==> config.mk <==
export PLATFORM = sky130hd
export DESIGN_NAME = rpis_div_cell
export DESIGN_NICKNAME = d
export VERILOG_FILES = /design/src/rtl/rpis_pkg.sv /design/src/rtl/rpis_div_cell.sv
export SDC_FILE = /design/constraint.sdc
export NUM_CORES = 1
export LEC_CHECK = 0
export BUFFER_PORTS_ARGS = -buffer_cell sky130_fd_sc_hd__buf_2
export CAP_MARGIN = 5
export CORE_AREA = 2 2 78 88
export CTS_CLUSTER_DIAMETER = 200
export DETAILED_ROUTE_END_ITERATION = 16
export DIE_AREA = 0 0 80 90
export PLACE_DENSITY = 0.9
export SETUP_SLACK_MARGIN = 0.1
export SYNTH_ARGS = -nofsm -noshare
export SYNTH_HDL_FRONTEND = slang
export SYNTH_SLANG_ARGS = --single-unit
==> constraint.sdc <==
create_clock -name clk -period 4.45 [get_ports clk]
set_input_delay 0.89 -clock clk [delete_from_list [all_inputs] [get_ports clk]]
set_output_delay 0.89 -clock clk [all_outputs]
set_load 0.03 [all_outputs]
==> src/rtl/rpis_pkg.sv <==
// Shared types and constants for the radial pinch and invert shader.
// Item structs, fixed-point widths, cell state types and register indexes.
// No dependencies.
`default_nettype none

package rpis_pkg;

    localparam int FRAC_BITS   = 8;
    localparam int INT_BITS    = 12;
    localparam int POS_W       = INT_BITS + FRAC_BITS;
    localparam int RAD_W       = POS_W - 1;
    localparam int D_W         = POS_W + 1;
    localparam int SQ_W        = 2 * D_W;
    localparam int SUM_W       = SQ_W + 1;
    localparam int S_W         = 2 * RAD_W;
    localparam int IX_W        = D_W - FRAC_BITS;
    localparam int FI_W        = 2 * IX_W + 1;
    localparam int DIST_W      = RAD_W + 1;
    localparam int Q_W         = FRAC_BITS + 1;
    localparam int DSH_W       = RAD_W + FRAC_BITS + 1;
    localparam int REM_W       = DSH_W + 2;
    localparam int MUL_W       = D_W + Q_W;
    localparam int SQRT_STAGES = RAD_W;
    localparam int DIV_STAGES  = Q_W;
    localparam int CFG_W       = POS_W;
    localparam int CFG_IDX_W   = 2;
    localparam int COL_W       = 8;

    localparam logic [CFG_IDX_W-1:0] CFG_CENTER_X = 2'd0;
    localparam logic [CFG_IDX_W-1:0] CFG_CENTER_Y = 2'd1;
    localparam logic [CFG_IDX_W-1:0] CFG_RADIUS   = 2'd2;

    localparam logic [Q_W-1:0]   ONE_Q     = Q_W'(1) << FRAC_BITS;
    localparam logic [MUL_W-1:0] HALF_Q    = (FRAC_BITS > 0) ?
                                             (MUL_W'(1) << (FRAC_BITS - 1)) : '0;
    localparam logic [S_W-1:0]   SQRT_MSK0 = S_W'(1) << (S_W - 2);
    localparam logic [COL_W-1:0] COL_MAX   = 8'd255;

    typedef struct packed {
        logic             func;
        logic [POS_W-1:0] pos_x;
        logic [POS_W-1:0] pos_y;
        logic [COL_W-1:0] red_in;
        logic [COL_W-1:0] green_in;
        logic [COL_W-1:0] blue_in;
    } in_item_t;

    typedef struct packed {
        logic [POS_W-1:0] out_x;
        logic [POS_W-1:0] out_y;
        logic [COL_W-1:0] red_out;
        logic [COL_W-1:0] green_out;
        logic [COL_W-1:0] blue_out;
        logic             inside_res;
    } out_item_t;

    typedef struct packed {
        logic [S_W-1:0] x;
        logic [S_W-1:0] r;
        logic [S_W-1:0] msk;
    } sq_t;

    typedef struct packed {
        logic [REM_W-1:0] rem;
        logic [Q_W-1:0]   q;
    } dv_t;

    typedef struct packed {
        logic             func;
        logic [POS_W-1:0] pos_x;
        logic [POS_W-1:0] pos_y;
        logic [COL_W-1:0] red;
        logic [COL_W-1:0] green;
        logic [COL_W-1:0] blue;
        logic             hit;
        logic             dx_neg;
        logic             dy_neg;
        logic [D_W-1:0]   ax;
        logic [D_W-1:0]   ay;
    } side_t;

endpackage

`default_nettype wire

==> src/rtl/rpis_div_cell.sv <==
// One step of restoring division: one quotient bit per cell.
// Uses rpis_pkg::dv_t and the pre-shifted divisor.
`default_nettype none

module rpis_div_cell
(
    input  wire logic                         clk,
    input  wire logic                         en,
    input  wire logic [rpis_pkg::DSH_W-1:0]   dsh,
    input  wire rpis_pkg::dv_t                cur,
    output rpis_pkg::dv_t                     nxt
);

    logic                         ge;
    logic [rpis_pkg::REM_W-1:0]   rem1;
    rpis_pkg::dv_t                nxt_next;

    always_comb
    begin
        ge   = cur.rem >= {2'b00, dsh};
        rem1 = ge ? (cur.rem - {2'b00, dsh}) : cur.rem;
        nxt_next.rem = rem1 << 1;
        nxt_next.q   = {cur.q[rpis_pkg::Q_W-2:0], ge};
    end

    always_ff @(posedge clk)
    begin
        if (en)
        begin
            nxt <= nxt_next;
        end
    end

endmodule

`default_nettype wire

## After elaboration in Yosys (flattened, before gate mapping)

Cells that the tools add are included.

- Register bits: 38
- Output and inout port bits: 39
- Logic and storage cells: 5

- Add/subtract/negate cells: 1
- Magnitude comparators: 1
- Mux-type cells: 1

Operator list:

| kind | number |
|---|---|
| $ge 30x28->1 | 1 |
| $mux 29 | 1 |
| $sub 29x28->29 | 1 |

## Longest topological paths before layout

- Depth after elaboration: 2
- Depth in mapped cells: 13
- Gate-level depth less buffers: 12

## Worst setup path before layout

No wires, ideal clock.

- Path type: in2reg
- Start: input port cur[9] in the netlist's numbering
- End: register nxt[23] in the netlist's numbering, data pin
- Data arrival time: 3108 ps
- Data required time: 4190 ps
- Setup slack: 1082 ps
- Stages on the path: 12
- Cells stage by stage: inv_1 > ha_1 > fa_1 > nor2b_4 > o31a_1 > o31ai_2 > o211ai_2 > a21oi_2 > o21ai_1 > a31oi_4 > buf_2 > mux2_2

- Word-level cells in the longest chain between the ends: 2
- Elaborated cells on any way between the ends: 3
- Classes of those cells: add/sub: 1; order compare: 1; mux: 1

Ends and longest elaborated chain:

| what | line | RTL |
|---|---|---|
| from (decl) | rpis_div_cell.sv:10 | `input wire rpis_pkg::dv_t cur,` |
| $sub 29x28->29 or $ge 30x28->1 (tied branches) | rpis_div_cell.sv:21, rpis_div_cell.sv:20 |  |
| $mux 29 * | rpis_div_cell.sv:21 | `rem1 = ge ? (cur.rem - {2'b00, dsh}) : cur.rem;` |
| net rem1, one bit | rpis_div_cell.sv:15 | `logic [rpis_pkg::REM_W-1:0] rem1;` |
| to (signal assigned) | rpis_div_cell.sv:30 | `nxt <= nxt_next;` |
| to (decl) | rpis_div_cell.sv:11 | `output rpis_pkg::dv_t nxt` |

Mark *: on every way through the listed nets, which the timed path passes. The rest lies on a longest branch.
A chain may end at the register's enable or synchronous reset.

## Worst setup path in the final report

Ends and elaborated chain as after synthesis.

==> flow_results.org <==
** Outcome
- Status :: complete, no violations

** Yosys
- After synthesis the cells add up to 3118 µm².
- Post-synth top area cell :: sky130_fd_sc_hd__edfxtp_1
- The synthesized design contains 38 register bits.
- Count of mapped cells out of synthesis :: 347
- Share of synthesized area occupied by flip-flops and latches :: 36.60%
- Primary flip-flop cell chosen by synthesis mapping :: sky130_fd_sc_hd__edfxtp_1
- A synthesized cell averages 8.986 µm².
- During synthesis, Yosys emitted a total of 0 warnings.
- Portion of synthesized cell area occupied by the leading cell type :: 36.60%
- For this run, asynchronously set or reset flops after synthesis account for 0%.
- In this run, synthesis inferred 38 flip-flops with an integrated enable.
- Ranked by total cell area, the synthesized netlist is headed by sky130_fd_sc_hd__edfxtp_1 37%, sky130_fd_sc_hd__ha_1 11%, sky130_fd_sc_hd__o21ai_0 7.1%, sky130_fd_sc_hd__nand2_1 4.6%, sky130_fd_sc_hd__inv_1 4.1%.
- Count of unique library cells instantiated by Yosys :: 46
- Synth cell count leaders :: 44 x sky130_fd_sc_hd__o21ai_0, 38 x sky130_fd_sc_hd__edfxtp_1, 38 x sky130_fd_sc_hd__nand2_1, 34 x sky130_fd_sc_hd__inv_1, 28 x sky130_fd_sc_hd__ha_1
- Counting every net in the synthesized netlist gives 445.
- The most common cell in the synthesized netlist is sky130_fd_sc_hd__o21ai_0.

** GRT
- Total routing usage reported by global routing :: 20.88%
- The first global-routing pass estimated approximately 12 mm of wire.
- Total congestion overflow after global routing :: 0
- Entering global routing, the biggest net connects 39 pins.
- The via count of the first global-routing pass came to 2749.
- Antenna violations before repair :: 0

** Routing
- Vias after detailed routing :: 2825
- Number of nets with antenna violations after routing :: 0
- Drt first pass iters :: 4
- Routed wire length :: 7.331 mm
- Ratio of routed vias to standard cells :: 5.310
- 1st-iter DRT viols :: ~120
- Post-route DRC :: 0
- In the final routed layout, each cell accounts on average for 13.78 µm.

** Cells and area
- In the final layout, the multi-input gates occupy 1783 µm².
- More flip-flops sit in one register than any other, and that register is nxt.
- The repair_antennas step left the layout with diodes totalling 0.
- Final standard cell count with taps included and fillers excluded :: 532
- Max FFs per register :: 38
- From synthesis to final layout, the design area changed by 23.39%.
- Finished layout cell area :: 3847 µm²
- In the final layout, flip-flops and latches occupy about 1100 µm².
- Fill cells in the final layout number 565.
- The final layout contains 547 nets.
- Largest registers :: nxt (38)
- In the final layout, the share of cells above drive strength 1 is 29.11%.

** Critical path
- Required time at the worst-slack endpoint :: 4.49 ns
- The setup path with the least slack is of type in2reg.
- STA classifies the critical path startpoint as an input pin.
- STA classifies the critical path endpoint as a register.
- Highest net fanout along the worst path :: 14
- Data arrival time of the worst path :: 3.47 ns

** Clock network
- CTS tree :: done
- Clock-pin slew was measured on the worst setup and hold paths at 0.09 ns.
- Resize count post-CTS :: 0
- CTS buffer count :: 5
- Buffers inserted to repair hold after CTS numbered 0.
- H-tree depth :: 2
- Number of buffers added for setup after CTS :: 0
- Cell chosen for the clock root :: sky130_fd_sc_hd__clkbuf_8
- Clock tree synthesis found a total of 38 sinks.
- Maximum root-to-sink buffer count :: 2

** Place
- The congestion estimate from routability-driven global placement came to 0.9038.
- Post-placement cell area :: 3710 µm²
- Count of buffers from port buffering :: about 110
- Total half-perimeter wirelength after legalization and detailed placement :: 5.782 mm
- Cells after DPL :: around 520

** Power
- Worst IR drop on VDD :: roughly 0.19 mV
- Total leakage power :: 0.001780 µW
- Power density over the cells :: 341.7 nW/µm²
- Per report_power, the sequential group accounts for 36.1% of the total.
- For this design the total switching power over the nets is 451.0 µW.
- Cell internal power dissipation :: roughly 860 µW
- Switching Share :: between 30% and 40%
- The share of total power dissipated in combinational logic is a little over a third.
- Clock network fraction of total power :: 27.5%

** Min path
- The path with the worst hold slack has its endpoint at nxt[5].
- Worst hold path class :: in2reg
- In this run the most critical hold path is launched from cur[4].
- Counting instances, the worst hold path has a depth of 1.

** STA
- Setup violations remaining at the end of the flow were counted as 0.
- The final critical path takes up 76.91% of the cycle.
- Tightest slew margin relative to the limit :: approximately two fifths
- The worst path needs 3.422 ns of the cycle, external delays included.
- The final-report max-slew violation count was 0.
- Worst-margin pin slew :: approximately 0.9 ns
- Setup repair after global routing missed its margin :: no
- After routing, the total negative slack on setup checks comes to 0 ns.
- Max frequency :: 292.2 MHz
- Final hold vios :: 0

** Flow run
- The tool flagged a number of max-cap violations equal to 0.

** Die
- The floorplan step defined a core boundary enclosing 6361 µm².
- During I/O placement, the number of pins put on the boundary was 108.
- Number of rows created at floorplan :: 31
- Measured along the y axis, the die boundary spans 90 µm.
- Effective utilization at floorplan :: 49.02%
- Die area :: around 7000 µm²
- Measured along the x axis, the die boundary spans 80 µm.
## layout by cell type, fill, tap and decap left out, types with 2 or more instances in the layout
cell type                   count
sky130_fd_sc_hd__o21ai_0       44
sky130_fd_sc_hd__nand2_1       38
sky130_fd_sc_hd__ha_1          28
sky130_fd_sc_hd__buf_4          4
sky130_fd_sc_hd__nand2b_1       4
sky130_fd_sc_hd__nor3_1         6
sky130_fd_sc_hd__o31ai_1        2
sky130_fd_sc_hd__and2_1         2
sky130_fd_sc_hd__nor2_1        15
sky130_fd_sc_hd__and3_1         2
sky130_fd_sc_hd__nor3b_1        2
sky130_fd_sc_hd__nor2b_4        2
sky130_fd_sc_hd__nand4_1        7
sky130_fd_sc_hd__xor2_1        11
sky130_fd_sc_hd__bufinv_16      2
sky130_fd_sc_hd__edfxtp_1      38
sky130_fd_sc_hd__o211ai_1       2
sky130_fd_sc_hd__o31a_1         2
sky130_fd_sc_hd__buf_2        105
sky130_fd_sc_hd__nand3_1       12
sky130_fd_sc_hd__o21a_1         3
sky130_fd_sc_hd__clkbuf_8       5
sky130_fd_sc_hd__nor2b_1        5
sky130_fd_sc_hd__a21oi_1       25
sky130_fd_sc_hd__mux2_2         4
sky130_fd_sc_hd__inv_1         34
sky130_fd_sc_hd__xnor2_1       14
sky130_fd_sc_hd__a21o_1        12
## kinds of logic after synthesis
kind of cell	share of synthesized area (%)
adders and majority gates	11.88
xor gates and xnor gates	7.022
DFF	36.60
other	0.1203
muxes	1.445
and+or+nand+nor	15.29
buffers and inverters	6.220
AOI/OAI and AO/OA	21.43
## cell type report
class                   instances  share of cell area, %
clock buffers                   5                  1.789
clock inverters                 3                  1.789
inverters                      34                  3.317
multi-input cells             261                  46.34
flip-flops and latches         38                  29.66
well taps                      82                  2.667
repair buffers                109                  14.44
## worst max-delay path by stage
stage               to  depth (start not counted)  startpoint
3_3_place_gp   nxt[23]                         13      cur[9]
4_1_cts        nxt[35]                         14      cur[9]
3_5_place_dp   nxt[35]                         14      cur[9]
6_report       nxt[23]                         13      cur[9]
2_1_floorplan  nxt[23]                         12      cur[9]
5_1_grt        nxt[35]                         14      cur[9]
## power by group through the flow
stage / sequential, µW / clock, µW / combinational (µW)
CTS: 475 / 369 / 479
global route: 480 / 386 / 524
floorplan: 589 / 0 / 235
finish: 475 / 361 / 479
detailed placement: 483 / 0 / 477
global placement: 480 / 0 / 465
## routing by layer
metal	GRT usage, %	vias to the layer above	part of all wire [%]
li1	-	1435	-
met1	24.71	1265	41
met2	36.46	99	51
met3	3.112	26	5.2
met4	9.605	0	3.5
met5	0	-	0
## stage by stage
| step | total power [µW] | setup slack [ns] | hold slack [ns] | utilization (%) |
|---|---|---|---|---|
| 2_1_floorplan | 824.2 | 1.082 | 0.9889 | - |
| 3_3_place_gp | 945.2 | 0.7656 | 1.066 | 58.32 |
| 3_5_place_dp | 960.1 | 0.7287 | 1.069 | 58.32 |
| 4_1_cts | 1324 | 1.049 | 0.7616 | 60.48 |
| 5_1_grt | 1390 | 0.8356 | 0.7529 | 60.48 |
| 6_report | 1315 | 1.028 | 0.7708 | 60.48 |
## worst max-delay path, cell delays in order
cell and delay [ns]:
sky130_fd_sc_hd__buf_2 0.11, sky130_fd_sc_hd__inv_1 0.05, sky130_fd_sc_hd__ha_1 0.18, sky130_fd_sc_hd__fa_1 0.27, sky130_fd_sc_hd__nor2b_4 0.06, sky130_fd_sc_hd__o31a_1 0.27, sky130_fd_sc_hd__o31ai_2 0.25, sky130_fd_sc_hd__o211ai_2 0.22
sky130_fd_sc_hd__a21oi_2 0.24, sky130_fd_sc_hd__o21ai_1 0.12, sky130_fd_sc_hd__a31oi_4 0.22, sky130_fd_sc_hd__buf_4 0.23, sky130_fd_sc_hd__mux2_2 0.35
Power figures use the tool's default switching activity.
