[src/rtl/rpis_pkg.sv]
// Shared types and constants for the radial pinch and invert shader.
// Item structs, fixed-point widths, cell state types and register indexes.
// No dependencies.
`default_nettype none

package rpis_pkg;

    localparam int FRAC_BITS   = 8;
    localparam int INT_BITS    = 12;
    localparam int POS_W       = INT_BITS + FRAC_BITS;
    localparam int RAD_W       = POS_W - 1;
    localparam int D_W         = POS_W + 1;
    localparam int SQ_W        = 2 * D_W;
    localparam int SUM_W       = SQ_W + 1;
    localparam int S_W         = 2 * RAD_W;
    localparam int IX_W        = D_W - FRAC_BITS;
    localparam int FI_W        = 2 * IX_W + 1;
    localparam int DIST_W      = RAD_W + 1;
    localparam int Q_W         = FRAC_BITS + 1;
    localparam int DSH_W       = RAD_W + FRAC_BITS + 1;
    localparam int REM_W       = DSH_W + 2;
    localparam int MUL_W       = D_W + Q_W;
    localparam int SQRT_STAGES = RAD_W;
    localparam int DIV_STAGES  = Q_W;
    localparam int CFG_W       = POS_W;
    localparam int CFG_IDX_W   = 2;
    localparam int COL_W       = 8;

    localparam logic [CFG_IDX_W-1:0] CFG_CENTER_X = 2'd0;
    localparam logic [CFG_IDX_W-1:0] CFG_CENTER_Y = 2'd1;
    localparam logic [CFG_IDX_W-1:0] CFG_RADIUS   = 2'd2;

    localparam logic [Q_W-1:0]   ONE_Q     = Q_W'(1) << FRAC_BITS;
    localparam logic [MUL_W-1:0] HALF_Q    = (FRAC_BITS > 0) ?
                                             (MUL_W'(1) << (FRAC_BITS - 1)) : '0;
    localparam logic [S_W-1:0]   SQRT_MSK0 = S_W'(1) << (S_W - 2);
    localparam logic [COL_W-1:0] COL_MAX   = 8'd255;

    typedef struct packed {
        logic             func;
        logic [POS_W-1:0] pos_x;
        logic [POS_W-1:0] pos_y;
        logic [COL_W-1:0] red_in;
        logic [COL_W-1:0] green_in;
        logic [COL_W-1:0] blue_in;
    } in_item_t;

    typedef struct packed {
        logic [POS_W-1:0] out_x;
        logic [POS_W-1:0] out_y;
        logic [COL_W-1:0] red_out;
        logic [COL_W-1:0] green_out;
        logic [COL_W-1:0] blue_out;
        logic             inside_res;
    } out_item_t;

    typedef struct packed {
        logic [S_W-1:0] x;
        logic [S_W-1:0] r;
        logic [S_W-1:0] msk;
    } sq_t;

    typedef struct packed {
        logic [REM_W-1:0] rem;
        logic [Q_W-1:0]   q;
    } dv_t;

    typedef struct packed {
        logic             func;
        logic [POS_W-1:0] pos_x;
        logic [POS_W-1:0] pos_y;
        logic [COL_W-1:0] red;
        logic [COL_W-1:0] green;
        logic [COL_W-1:0] blue;
        logic             hit;
        logic             dx_neg;
        logic             dy_neg;
        logic [D_W-1:0]   ax;
        logic [D_W-1:0]   ay;
    } side_t;

endpackage

`default_nettype wire

[src/rtl/rpis_sqrt_cell.sv]
// One step of the digit-by-digit square root: one root bit per cell.
// Uses rpis_pkg::sq_t.
`default_nettype none

module rpis_sqrt_cell
(
    input  wire logic        clk,
    input  wire logic        en,
    input  wire rpis_pkg::sq_t  cur,
    output rpis_pkg::sq_t       nxt
);

    logic [rpis_pkg::S_W:0]   trial;
    logic                     ge;
    rpis_pkg::sq_t            nxt_next;

    always_comb
    begin
        trial = {1'b0, cur.r} + {1'b0, cur.msk};
        ge    = {1'b0, cur.x} >= trial;
        nxt_next.x   = ge ? (cur.x - trial[rpis_pkg::S_W-1:0]) : cur.x;
        nxt_next.r   = ge ? ((cur.r >> 1) + cur.msk) : (cur.r >> 1);
        nxt_next.msk = cur.msk >> 2;
    end

    always_ff @(posedge clk)
    begin
        if (en)
        begin
            nxt <= nxt_next;
        end
    end

endmodule

`default_nettype wire

[config.mk]
export PLATFORM = sky130hd
export DESIGN_NAME = rpis_sqrt_cell
export DESIGN_NICKNAME = d
export VERILOG_FILES = /design/src/rtl/rpis_pkg.sv /design/src/rtl/rpis_sqrt_cell.sv
export SDC_FILE = /design/constraint.sdc
export NUM_CORES = 1
export LEC_CHECK = 0
export BUFFER_PORTS_ARGS = -buffer_cell sky130_fd_sc_hd__buf_2
export CAP_MARGIN = 20
export CORE_AREA = 2 2 154 141
export CTS_CLUSTER_SIZE = 25
export DETAILED_ROUTE_END_ITERATION = 10
export DIE_AREA = 0 0 156 143
export PLACE_DENSITY_LB_ADDON = 0.25
export SLEW_MARGIN = 20
export SYNTH_ARGS = -nofsm -noshare
export SYNTH_HDL_FRONTEND = slang
export SYNTH_SLANG_ARGS = --single-unit
export TNS_END_PERCENT = 10
[constraint.sdc]
create_clock -name clk -period 5.8 [get_ports clk]
set_input_delay 0.58 -clock clk [delete_from_list [all_inputs] [get_ports clk]]
set_output_delay 0.58 -clock clk [all_outputs]
set_load 0.005 [all_outputs]
Word level (Yosys, flattened, before mapping) --
Index checks and enable logic that the tools add are counted.
Cells by class: add/sub/neg operators 3, order comparisons 1, multiplexer cells 2
Operators by type and width (number):
- $add 38x38->39 | 1
- $ge 38x39->1 | 1
- $add 37x38->38 | 1
- $mux 38 | 1
- $sub 38x38->38 | 1
- $mux 37 | 1
Word-level totals: output and inout port bits 114, bits of input ports 116, flip-flop bits (word level) 112, word-level logic and storage cells 10

Longest topological paths before layout --
Gate-level depths: netlist of run 1.
depth after elaboration 3, gate-level depth with buffers 26, mapped depth without buffers 22

Worst setup path after synthesis of run 1 --
Ideal clock, no wire load.
path type input port to flip-flop, start point in cur[7] in the netlist's numbering, end point reg nxt[103] in the netlist's numbering (data pin), path buffers 2, arrival time 4613 ps, setup slack 926 ps, library setup time 261 ps, data required time 5539 ps, stages 20, path through ha_1 a21o_1 or3_1 o211ai_2 nand3_1 a41o_1 a21o_1 a31o_2 a21oi_1 xor2_1 ha_1 and3_1 and2_1 nand2_1 o311ai_0 o31ai_1 or2_1 buf_6 buf_6 a221o_1
RTL lines:
- from (decl) | line rpis_sqrt_cell.sv:9 | input wire rpis_pkg::sq_t cur,
- to (signal assigned) | line rpis_sqrt_cell.sv:30 | nxt <= nxt_next;
- to (decl) | line rpis_sqrt_cell.sv:10 | output rpis_pkg::sq_t nxt

==> results.tsv, run 1 <==
metric	value	unit
status	completed	
Pre-antenna DRT Iters	5	
main area contributors after synthesis	edfxtp_1 (33%), ha_1 (14%), o21ai_0 (5.7%)	
sequential area share after synthesis	0.328	
most frequent cells after synthesis	nand2_1 (131), o21ai_0 (116), ha_1 (113)	
Critical Path Sink Type	flip-flop	
Yosys cell types	73	
Area Growth Syn to Fin	16.3	%
Cells after Synth	1137	
Worst path max stage delay	400	ps
leading area contributor after synthesis	edfxtp_1	
CP required	5910	ps
clk sinks	112	
top sig layer	met4	
Synth top area share	0.328	
cell area after synthesis	0.0102	mm2
gr usage total	0.250	
average cell area after synthesis	9.01	um2
postcts setup bufs	0	
nets@finish	1584	
f_max	190	MHz
fraction of layout cells with a size suffix above 1	0.201	
GR Overflow Total	0	
endpoints failing setup	0	
biggest regs	nxt x112	
VDD IR max	0.201	mV
vias post-DR	9379	
Design Area, Final	0.0119	mm2
WL/cell	17.5	um
crit path cell chain	buf_2 -> ha_1 -> a211oi_1 -> o21a_1 -> o21ai_1 -> nor3b_1 -> o311ai_1 -> a21oi_1 -> a211o_1 -> a21oi_1 -> xor2_1 -> ha_1 -> a21oi_1 -> o21ai_0 -> a31oi_1 -> o311ai_0 -> o31ai_1 -> or2_4 -> buf_12 -> o21ai_0	
full die area	0.0223	mm2
EDFF count, synth	112	
setup TNS	0	ps
antenna-violating nets left	0	
worst hold slack	428	ps
Final period util	0.909	
WS Path Type	in -> reg	
Vias per Instance	5.79	
IO Port Bufs	227	
Synth Flop Type	edfxtp_1	
drt initial violations	664	
met2 routed WL	11.8	mm
CP Launch Type	input pin	
DRT met1 WL	14.3	mm
# DRC	0	
HP Class	in -> reg	
YS warnings	0	
synthesized flop and latch total	112	
unrepaired setup endpoints after global routing	false	
Largest register FFs	112	
worst relative slew slack	0.456	
row cnt	50	
utilization after layout	0.579	
gpl congestion	0.930	
initial antenna violation count	2	
total number of H-tree levels	3	
vias in the first global route	8656	
DR WL met3	1.84	mm
first-pass GRT wire length	44.4	mm
clk buf depth	2	
crit path DAT	5380	ps
Worst Tran Pin Value	816	ps
total CTS buffers	9	
clock edge transition at the registers on the reported setup and hold paths	80	ps
Most flops, register	nxt	
min cycle time layout	5270	ps
final hold vios	0	
CP Max Fanout	51	
I/O Pins	230	
Placement Cell Area	0.0116	mm2
CTS tree	built	
ys async rst share	0	
startpoint of the worst hold path	cur[7]	
core area	0.0206	mm2
Total Routed Length	28.3	mm
pin count of the biggest net entering global routing	62	
Starting Density	0.498	
Worst Setup SP	cur[1]	
Die Y	143	um
Horiz. Die Dim	156	um
Max Cap Viol	0	
CP max-delay cell	or2_4	
number of cells on the worst hold path	1	
post-DP HPWL	22.4	mm
Max Transition Viols Final	0	
Leak	5.38	nW
post-layout power	3.25	mW
Top cell by count, worst path	a21oi_1	
most common cell in the netlist	nand2_1	
PwrDens	273	mW/mm2
CTS root buf	clkbuf_16	
## cells by family (layout without fill, tap and decap cells)
| group | Yosys count | after routing | share of synthesized area |
|---|---|---|---|
| buffers and inverters | 78 | 296 | 0.0346 |
| other | 1 | 4 | 0.000366 |
| DFF | 112 | 112 | 0.328 |
| xor gates and xnor gates | 95 | 95 | 0.0812 |
| and+or+nand+nor | 309 | 310 | 0.141 |
| AOI/OAI and AO/OA | 422 | 422 | 0.266 |
| muxes | 4 | 4 | 0.00415 |
| adders and majority gates | 116 | 116 | 0.144 |
## worst paths after layout
check	slack [ps]	to
setup / recovery	530	nxt[44]
hold / removal	430	nxt[5]
## cell usage in the layout (no fill, tap or decap), drive strengths merged, types with 8 or more instances in the layout
| cell | instances |
|---|---|
| o211ai | 8 |
| o21ai | 128 |
| nand3 | 33 |
| a31oi | 16 |
| nor2b | 8 |
| xnor2 | 43 |
| inv | 45 |
| o21bai | 27 |
| a21oi | 101 |
| clkbuf | 9 |
| and3 | 16 |
| buf | 237 |
| xor2 | 52 |
| a211oi | 22 |
| nand2b | 16 |
| nor2 | 49 |
| nor3 | 18 |
| o21a | 16 |
| a21o | 48 |
| nand4 | 9 |
| edfxtp | 112 |
| ha | 113 |
| nand2 | 131 |
## routing by layer
| layer | global-route usage | up-vias |
|---|---|---|
| li1 | - | 4723 |
| met1 | 0.382 | 4283 |
| met2 | 0.373 | 338 |
| met3 | 0.0379 | 35 |
| met4 | 0.0560 | 0 |
| met5 | 0 | - |
## power by group
group          total [mW]  switching (mW)  internal (mW)  leakage, nW
Sequential           1.08          0.0315           1.05         1.09
Clock               0.607           0.314          0.293        0.130
Combinational        1.57           0.916          0.651         4.15
Total                3.25            1.26           1.99         5.38
## metrics by stage
| step | instances | setup WS [ps] |
|---|---|---|
| global placement | 1600 | 316 |
| floorplan | 1138 | 926 |
| global route | 1618 | 127 |
| finish | 1619 | 530 |
| detailed placement | 1600 | 85.8 |
| CTS | 1616 | 469 |
## critical path: cells and delay by family
kind | cells | cell delay, ps
xor gates and xnor gates | 1 | 200
and+or+nand+nor | 2 | 580
adders and majority gates | 2 | 620
AOI/OAI and AO/OA | 13 | 3020
buffers and inverters | 2 | 380
## area by class of cell
| type | count | area, um2 |
|---|---|---|
| Timing Repair Buffer | 237 | 1250 |
| Fill cell | 1876 | 8670 |
| Clock buffer | 9 | 225 |
| Multi-Input combinational cell | 949 | 6540 |
| Sequential cell | 112 | 3360 |
| Inverter | 43 | 161 |
| Antenna cell | 2 | 5.00 |
| Clock inverter | 7 | 46.3 |
| Tap cell | 260 | 325 |
## repair_timing
action / in CTS / in global routing
setup endpoints to repair: 0 / 22
gates resized for setup: 0 / 1
hold buffers: 0 / 0
Note: power is estimated with default switching activity, not from simulation.
==> inputs of run 2 (changes only) <==
--- a/config.mk
+++ b/config.mk
@@ -7,10 +7,12 @@
 export LEC_CHECK = 0
 export BUFFER_PORTS_ARGS = -buffer_cell sky130_fd_sc_hd__buf_2
 export CAP_MARGIN = 20
-export CORE_AREA = 2 2 154 141
+export CELL_PAD_IN_SITES_DETAIL_PLACEMENT = 0
+export CELL_PAD_IN_SITES_GLOBAL_PLACEMENT = 1
+export CORE_AREA = 2 2 160 162
 export CTS_CLUSTER_SIZE = 25
 export DETAILED_ROUTE_END_ITERATION = 10
-export DIE_AREA = 0 0 156 143
+export DIE_AREA = 0 0 162 164
 export PLACE_DENSITY_LB_ADDON = 0.25
 export SLEW_MARGIN = 20
 export SYNTH_ARGS = -nofsm -noshare
==> run 2 against run 1 <==
Final area rose by 0.51%. Flip-flop and latch count unchanged. Via count fell by 1.3%. Routed wire length grew 2.0%. Die area rose by 19%. Fmax down 2.0%. Utilization down 9.6 points. First-iteration DRC count rose by 1.2%. Combinational power is essentially flat. Largest cell class unchanged. Critical path depth unchanged.
==> results.tsv, run 2 (same netlist as run 1, synthesis figures left out) <==
metric	value	unit	change
WL/cell	17.1	um	-2.3%
Total Routed Length	28.9	mm	+2.0%
f_max	186	MHz	-2.0%
antenna-violating nets left	0		unchanged
IO Port Bufs	227		unchanged
clock edge transition at the registers on the reported setup and hold paths	80	ps	about the same
status	completed		
WS Path Type	in -> reg		
hold buffer count at cts	0		unchanged
Starting Density	0.413		-0.0849
full die area	0.0266	mm2	+19%
Max Transition Viols Final	0		unchanged
setup TNS	0	ps	unchanged
Vias per Instance	5.48		-5.5%
PwrDens	271	mW/mm2	-0.95%
core area	0.0248	mm2	+21%
CTS-repair resized insts	0		unchanged
HP Class	in -> reg		
row cnt	58		+16%
endpoints failing setup	0		unchanged
Die Y	164	um	+15%
final hold vios	0		unchanged
gr usage total	0.213		-0.0378
Largest register FFs	112		unchanged
biggest regs	nxt x112		
utilization after layout	0.483		-0.0963
unrepaired setup endpoints after global routing	false		
fraction of layout cells with a size suffix above 1	0.202		+0.000737
Critical Path Sink Type	flip-flop		
Final period util	0.928		+0.0189
nets@finish	1585		+0.063%
CP required	5900	ps	about the same
smallest setup slack after layout	420	ps	-110 ps
clk sinks	112		unchanged
CP Launch Type	input pin		
first-pass GRT wire length	44.9	mm	+0.98%
initial antenna violation count	3		+1
Area Growth Syn to Fin	16.9	%	
commonest non-fill, non-tap cell in the layout	buf_2		
crit path DAT	5480	ps	+100 ps
Max Cap Viol	0		unchanged
Layout fillers	2495		+33%
VDD IR max	0.163	mV	-19%
pin count of the biggest net entering global routing	67		+8.1%
post-layout power	3.24	mW	-0.44%
drt initial violations	672		+1.2%
Place WS	99.5	ps	+13.7 ps
worst hold slack	426	ps	-1.39 ps
# DRC	0		unchanged
clk buf depth	2		unchanged
gpl congestion	0.883		-5.0%
Worst Tran Pin Value	939	ps	+123 ps
vias in the first global route	8495		-1.9%
Most flops, register	nxt		
Leak	5.36	nW	-0.24%
GR Overflow Total	0		unchanged
min cycle time layout	5380	ps	+110 ps
total number of H-tree levels	3		unchanged
CTS root buf	clkbuf_16		
vias post-DR	9255		-1.3%
CTS tree	built		
worst relative slew slack	0.374		-0.0818
postcts setup bufs	0		unchanged
CP Max Fanout	32		-37%
total CTS buffers	9		unchanged
post-DP HPWL	23.3	mm	+3.9%
I/O Pins	230		unchanged
commonest non-fill, non-tap cells in the layout	buf_2 (226), nand2_1 (131), o21ai_0 (116)		
Pre-antenna DRT Iters	5		unchanged
Horiz. Die Dim	162	um	+3.8%
run 2: cell count changes in the layout (fill, tap and decap cells not counted):
cell      before  now
buf_12         3    0
buf_4          8   13
clkinv_1       1    0
clkinv_2       2    1
clkinv_4       0    2
diode_2        2    3
inv_6          2    1
o311ai_0       2    3
o311ai_1       1    0
or2_2          4    3
run 2: final cells by class:
cell class / instances / area [um2] / share of cell area
clock inverter: 6 / 46.3 / 0.00387
sequential: 112 / 3360 / 0.281
multi-input combinational: 948 / 6530 / 0.545
timing repair buffer: 239 / 1230 / 0.103
antenna: 3 / 7.51 / 0.000627
inverter: 43 / 161 / 0.0135
clock buffer: 9 / 225 / 0.0188
tap: 330 / 413 / 0.0345
run 2: worst max-delay path, stage by stage:
cell      delay, ps
buf_2           120
ha_1            370
and3_1          230
a221oi_1        290
o21ai_1         150
nor3b_1         190
o311ai_0        440
a21oi_1         210
a211o_1         300
a21oi_1         180
xor2_1          240
ha_1            320
a21oi_1         210
o21ai_0         100
a31oi_1         190
o311ai_0        160
o31ai_1         290
or2_4           360
buf_4           350
o21ai_0         170
run 2: report_power, final:
part           switching, mW  internal [mW]  leakage [nW]
Clock                  0.319          0.293         0.128
Sequential            0.0347           1.05          1.09
Combinational          0.906          0.639          4.14
run 2: final timing paths:
kind	cells after the start	slack, ps	from	end
worst max-delay path	20	420	cur[8]	nxt[55]
worst min-delay path	1	430	cur[7]	nxt[5]
run 2: routing by layer:
metal / vias up / share of wire / track usage
li1: 4714 / - / -
met2: 258 / 0.43 / 0.330
met5: - / 0 / 0
met4: 0 / 0.0094 / 0.0467
met3: 14 / 0.053 / 0.0265
met1: 4269 / 0.50 / 0.316
run 2: per-stage QoR:
step	cell area, um2	instances
2_1_floorplan	10200	1138
3_3_place_gp	11700	1672
3_5_place_dp	11700	1672
4_1_cts	12000	1687
5_1_grt	12000	1688
6_report	12000	1690
==> inputs of run 3 (changes only) <==
--- a/config.mk
+++ b/config.mk
@@ -9,10 +9,11 @@
 export CAP_MARGIN = 20
 export CELL_PAD_IN_SITES_DETAIL_PLACEMENT = 0
 export CELL_PAD_IN_SITES_GLOBAL_PLACEMENT = 1
-export CORE_AREA = 2 2 160 162
+export CORE_AREA = 2 2 158 160
+export CTS_BUF_LIST = sky130_fd_sc_hd__clkbuf_2
 export CTS_CLUSTER_SIZE = 25
 export DETAILED_ROUTE_END_ITERATION = 10
-export DIE_AREA = 0 0 162 164
+export DIE_AREA = 0 0 160 162
 export PLACE_DENSITY_LB_ADDON = 0.25
 export SLEW_MARGIN = 20
 export SYNTH_ARGS = -nofsm -noshare
==> run 3 against run 2 <==
Fmax fell by 0.79%. Combinational power barely moved. Via count rose by 0.25%. Clock power decreased by 31%. Utilization increased by 1.1 points. Die area shrank 2.4%. Non-clock buffer count is 3 higher. Global-route usage up 0.32 points.
==> results.tsv, run 3 (same netlist as run 1, synthesis figures left out) <==
metric	value	unit	change
status	completed		
WS Path Type	in -> reg		
Starting Density	0.425		+0.0122
clk buf depth	2		unchanged
total number of H-tree levels	3		unchanged
CP required	6260	ps	+360 ps
postcts setup bufs	0		unchanged
endpoints failing setup	0		unchanged
WL/cell	16.9	um	-1.2%
smallest setup slack after layout	377	ps	-43.1 ps
post-route insts no fill	1688		-0.12%
biggest regs	nxt x112		
Max Transition Viols Final	0		unchanged
Horiz. Die Dim	160	um	-1.2%
CP Launch Type	input pin		
row cnt	57		-1.7%
GR Overflow Total	0		unchanged
vias in the first global route	8633		+1.6%
Placement Cell Area	0.0117	mm2	about the same
post-DP HPWL	22.8	mm	-1.9%
Leak	5.34	nW	-0.53%
Worst Tran Pin Value	883	ps	-55.6 ps
Critical Path Sink Type	flip-flop		
CP Max Fanout	24		-25%
clock edge transition at the registers on the reported setup and hold paths	370	ps	+290 ps
hold buffer count at cts	0		unchanged
Worst Setup SP	cur[3]		
CTS tree	built		
Max Cap Viol	0		unchanged
unrepaired setup endpoints after global routing	false		
# DRC	0		unchanged
Total Routed Length	28.5	mm	-1.3%
Area Growth Syn to Fin	16.1	%	
dpl cells	1664		-0.48%
final hold vios	0		unchanged
min cycle time layout	5420	ps	+43.1 ps
commonest non-fill, non-tap cell in the layout	buf_2		
clk sinks	112		unchanged
vias post-DR	9278		+0.25%
commonest non-fill, non-tap cells in the layout	buf_2 (226), nand2_1 (131), o21ai_0 (116)		
Pre-antenna DRT Iters	5		unchanged
Most flops, register	nxt		
Place WS	111	ps	+11.9 ps
nets@finish	1588		+0.19%
HP Class	in -> reg		
crit path DAT	5880	ps	+400 ps
fraction of layout cells with a size suffix above 1	0.201		-0.00133
IO Port Bufs	227		unchanged
gpl congestion	0.923		+4.5%
CTS root buf	clkbuf_2		
drt initial violations	686		+2.1%
Worst setup endpoint	nxt[81]		
f_max	184	MHz	-0.79%
total CTS buffers	9		unchanged
full die area	0.0259	mm2	-2.4%
setup TNS	0	ps	unchanged
Design Area, Final	0.0119	mm2	-0.75%
Die Y	162	um	-1.2%
initial antenna violation count	3		unchanged
VDD IR max	0.0957	mV	-41%
PwrDens	257	mW/mm2	-5.2%
Final period util	0.935		+0.00743
Layout fillers	2469		-1.0%
core area	0.0241	mm2	-2.9%
CTS-repair resized insts	0		unchanged
Vias per Instance	5.50		+0.37%
gr usage total	0.216		+0.00319
I/O Pins	230		unchanged
antenna-violating nets left	0		unchanged
Largest register FFs	112		unchanged
first-pass GRT wire length	45.0	mm	+0.37%
worst relative slew slack	0.411		+0.0370
pin count of the biggest net entering global routing	65		-3.0%
==> run 3: per-layer routing <==
metal / share of wire / vias to the layer above / wire length (um) / track usage
met2: 0.44 / 248 / 12600 / 0.333
met4: 0.0069 / 0 / 197 / 0.0438
li1: - / 4739 / - / -
met1: 0.50 / 4280 / 14200 / 0.322
met3: 0.053 / 11 / 1510 / 0.0312
met5: 0 / - / 0 / 0
==> run 3: metrics by stage <==
step	total power, mW	util	hold WS, ps
2_1_floorplan	2.17	-	679
3_3_place_gp	2.63	0.485	799
3_5_place_dp	2.63	0.485	803
4_1_cts	3.06	0.491	14.0
5_1_grt	3.29	0.493	0.243
6_report	3.05	0.493	83.7
==> run 3: layout make-up <==
class | count | area (um2) | area share
diodes | 3 | 7.51 | 0.000632
well taps | 324 | 405 | 0.0341
clock inverters | 7 | 83.8 | 0.00705
clock buffers | 9 | 45.0 | 0.00379
inverters | 43 | 161 | 0.0136
multi-input cells | 948 | 6530 | 0.549
flip-flops and latches | 112 | 3360 | 0.283
repair buffers | 242 | 1290 | 0.108
==> run 3: power by group <==
part,switching [mW],total (mW),internal (mW),leakage [nW]
combinational,0.899,1.54,0.645,4.16
clock,0.312,0.423,0.111,0.0759
sequential,0.0348,1.08,1.05,1.09
==> run 3: critical path, stage by stage <==
cell and delay [ps]:
dlygate4sd3_1 540, buf_2 140, ha_1 330, o21ai_0 130, o21a_1 220, o21ai_1 260, nor3b_1 360, nor3_1 140
o21ai_1 460, o21a_1 170, nor2_1 40, xor2_1 360, ha_1 380, and3_1 230, a31oi_1 230, o311ai_0 180
o31ai_1 280, or2_4 400, buf_4 310, o21ai_0 120
==> run 3: worst min-delay path by stage <==
stage                         end  cells past startpoint     from  slack [ps]
after global routing       nxt[3]                      1   cur[5]         0.2
after global placement    nxt[15]                      1  cur[17]         800
after CTS                  nxt[5]                      1   cur[7]          10
final                      nxt[7]                      1   cur[9]          80
after detailed placement   nxt[5]                      1   cur[7]         800
after floorplan            nxt[0]                      0   cur[2]         680
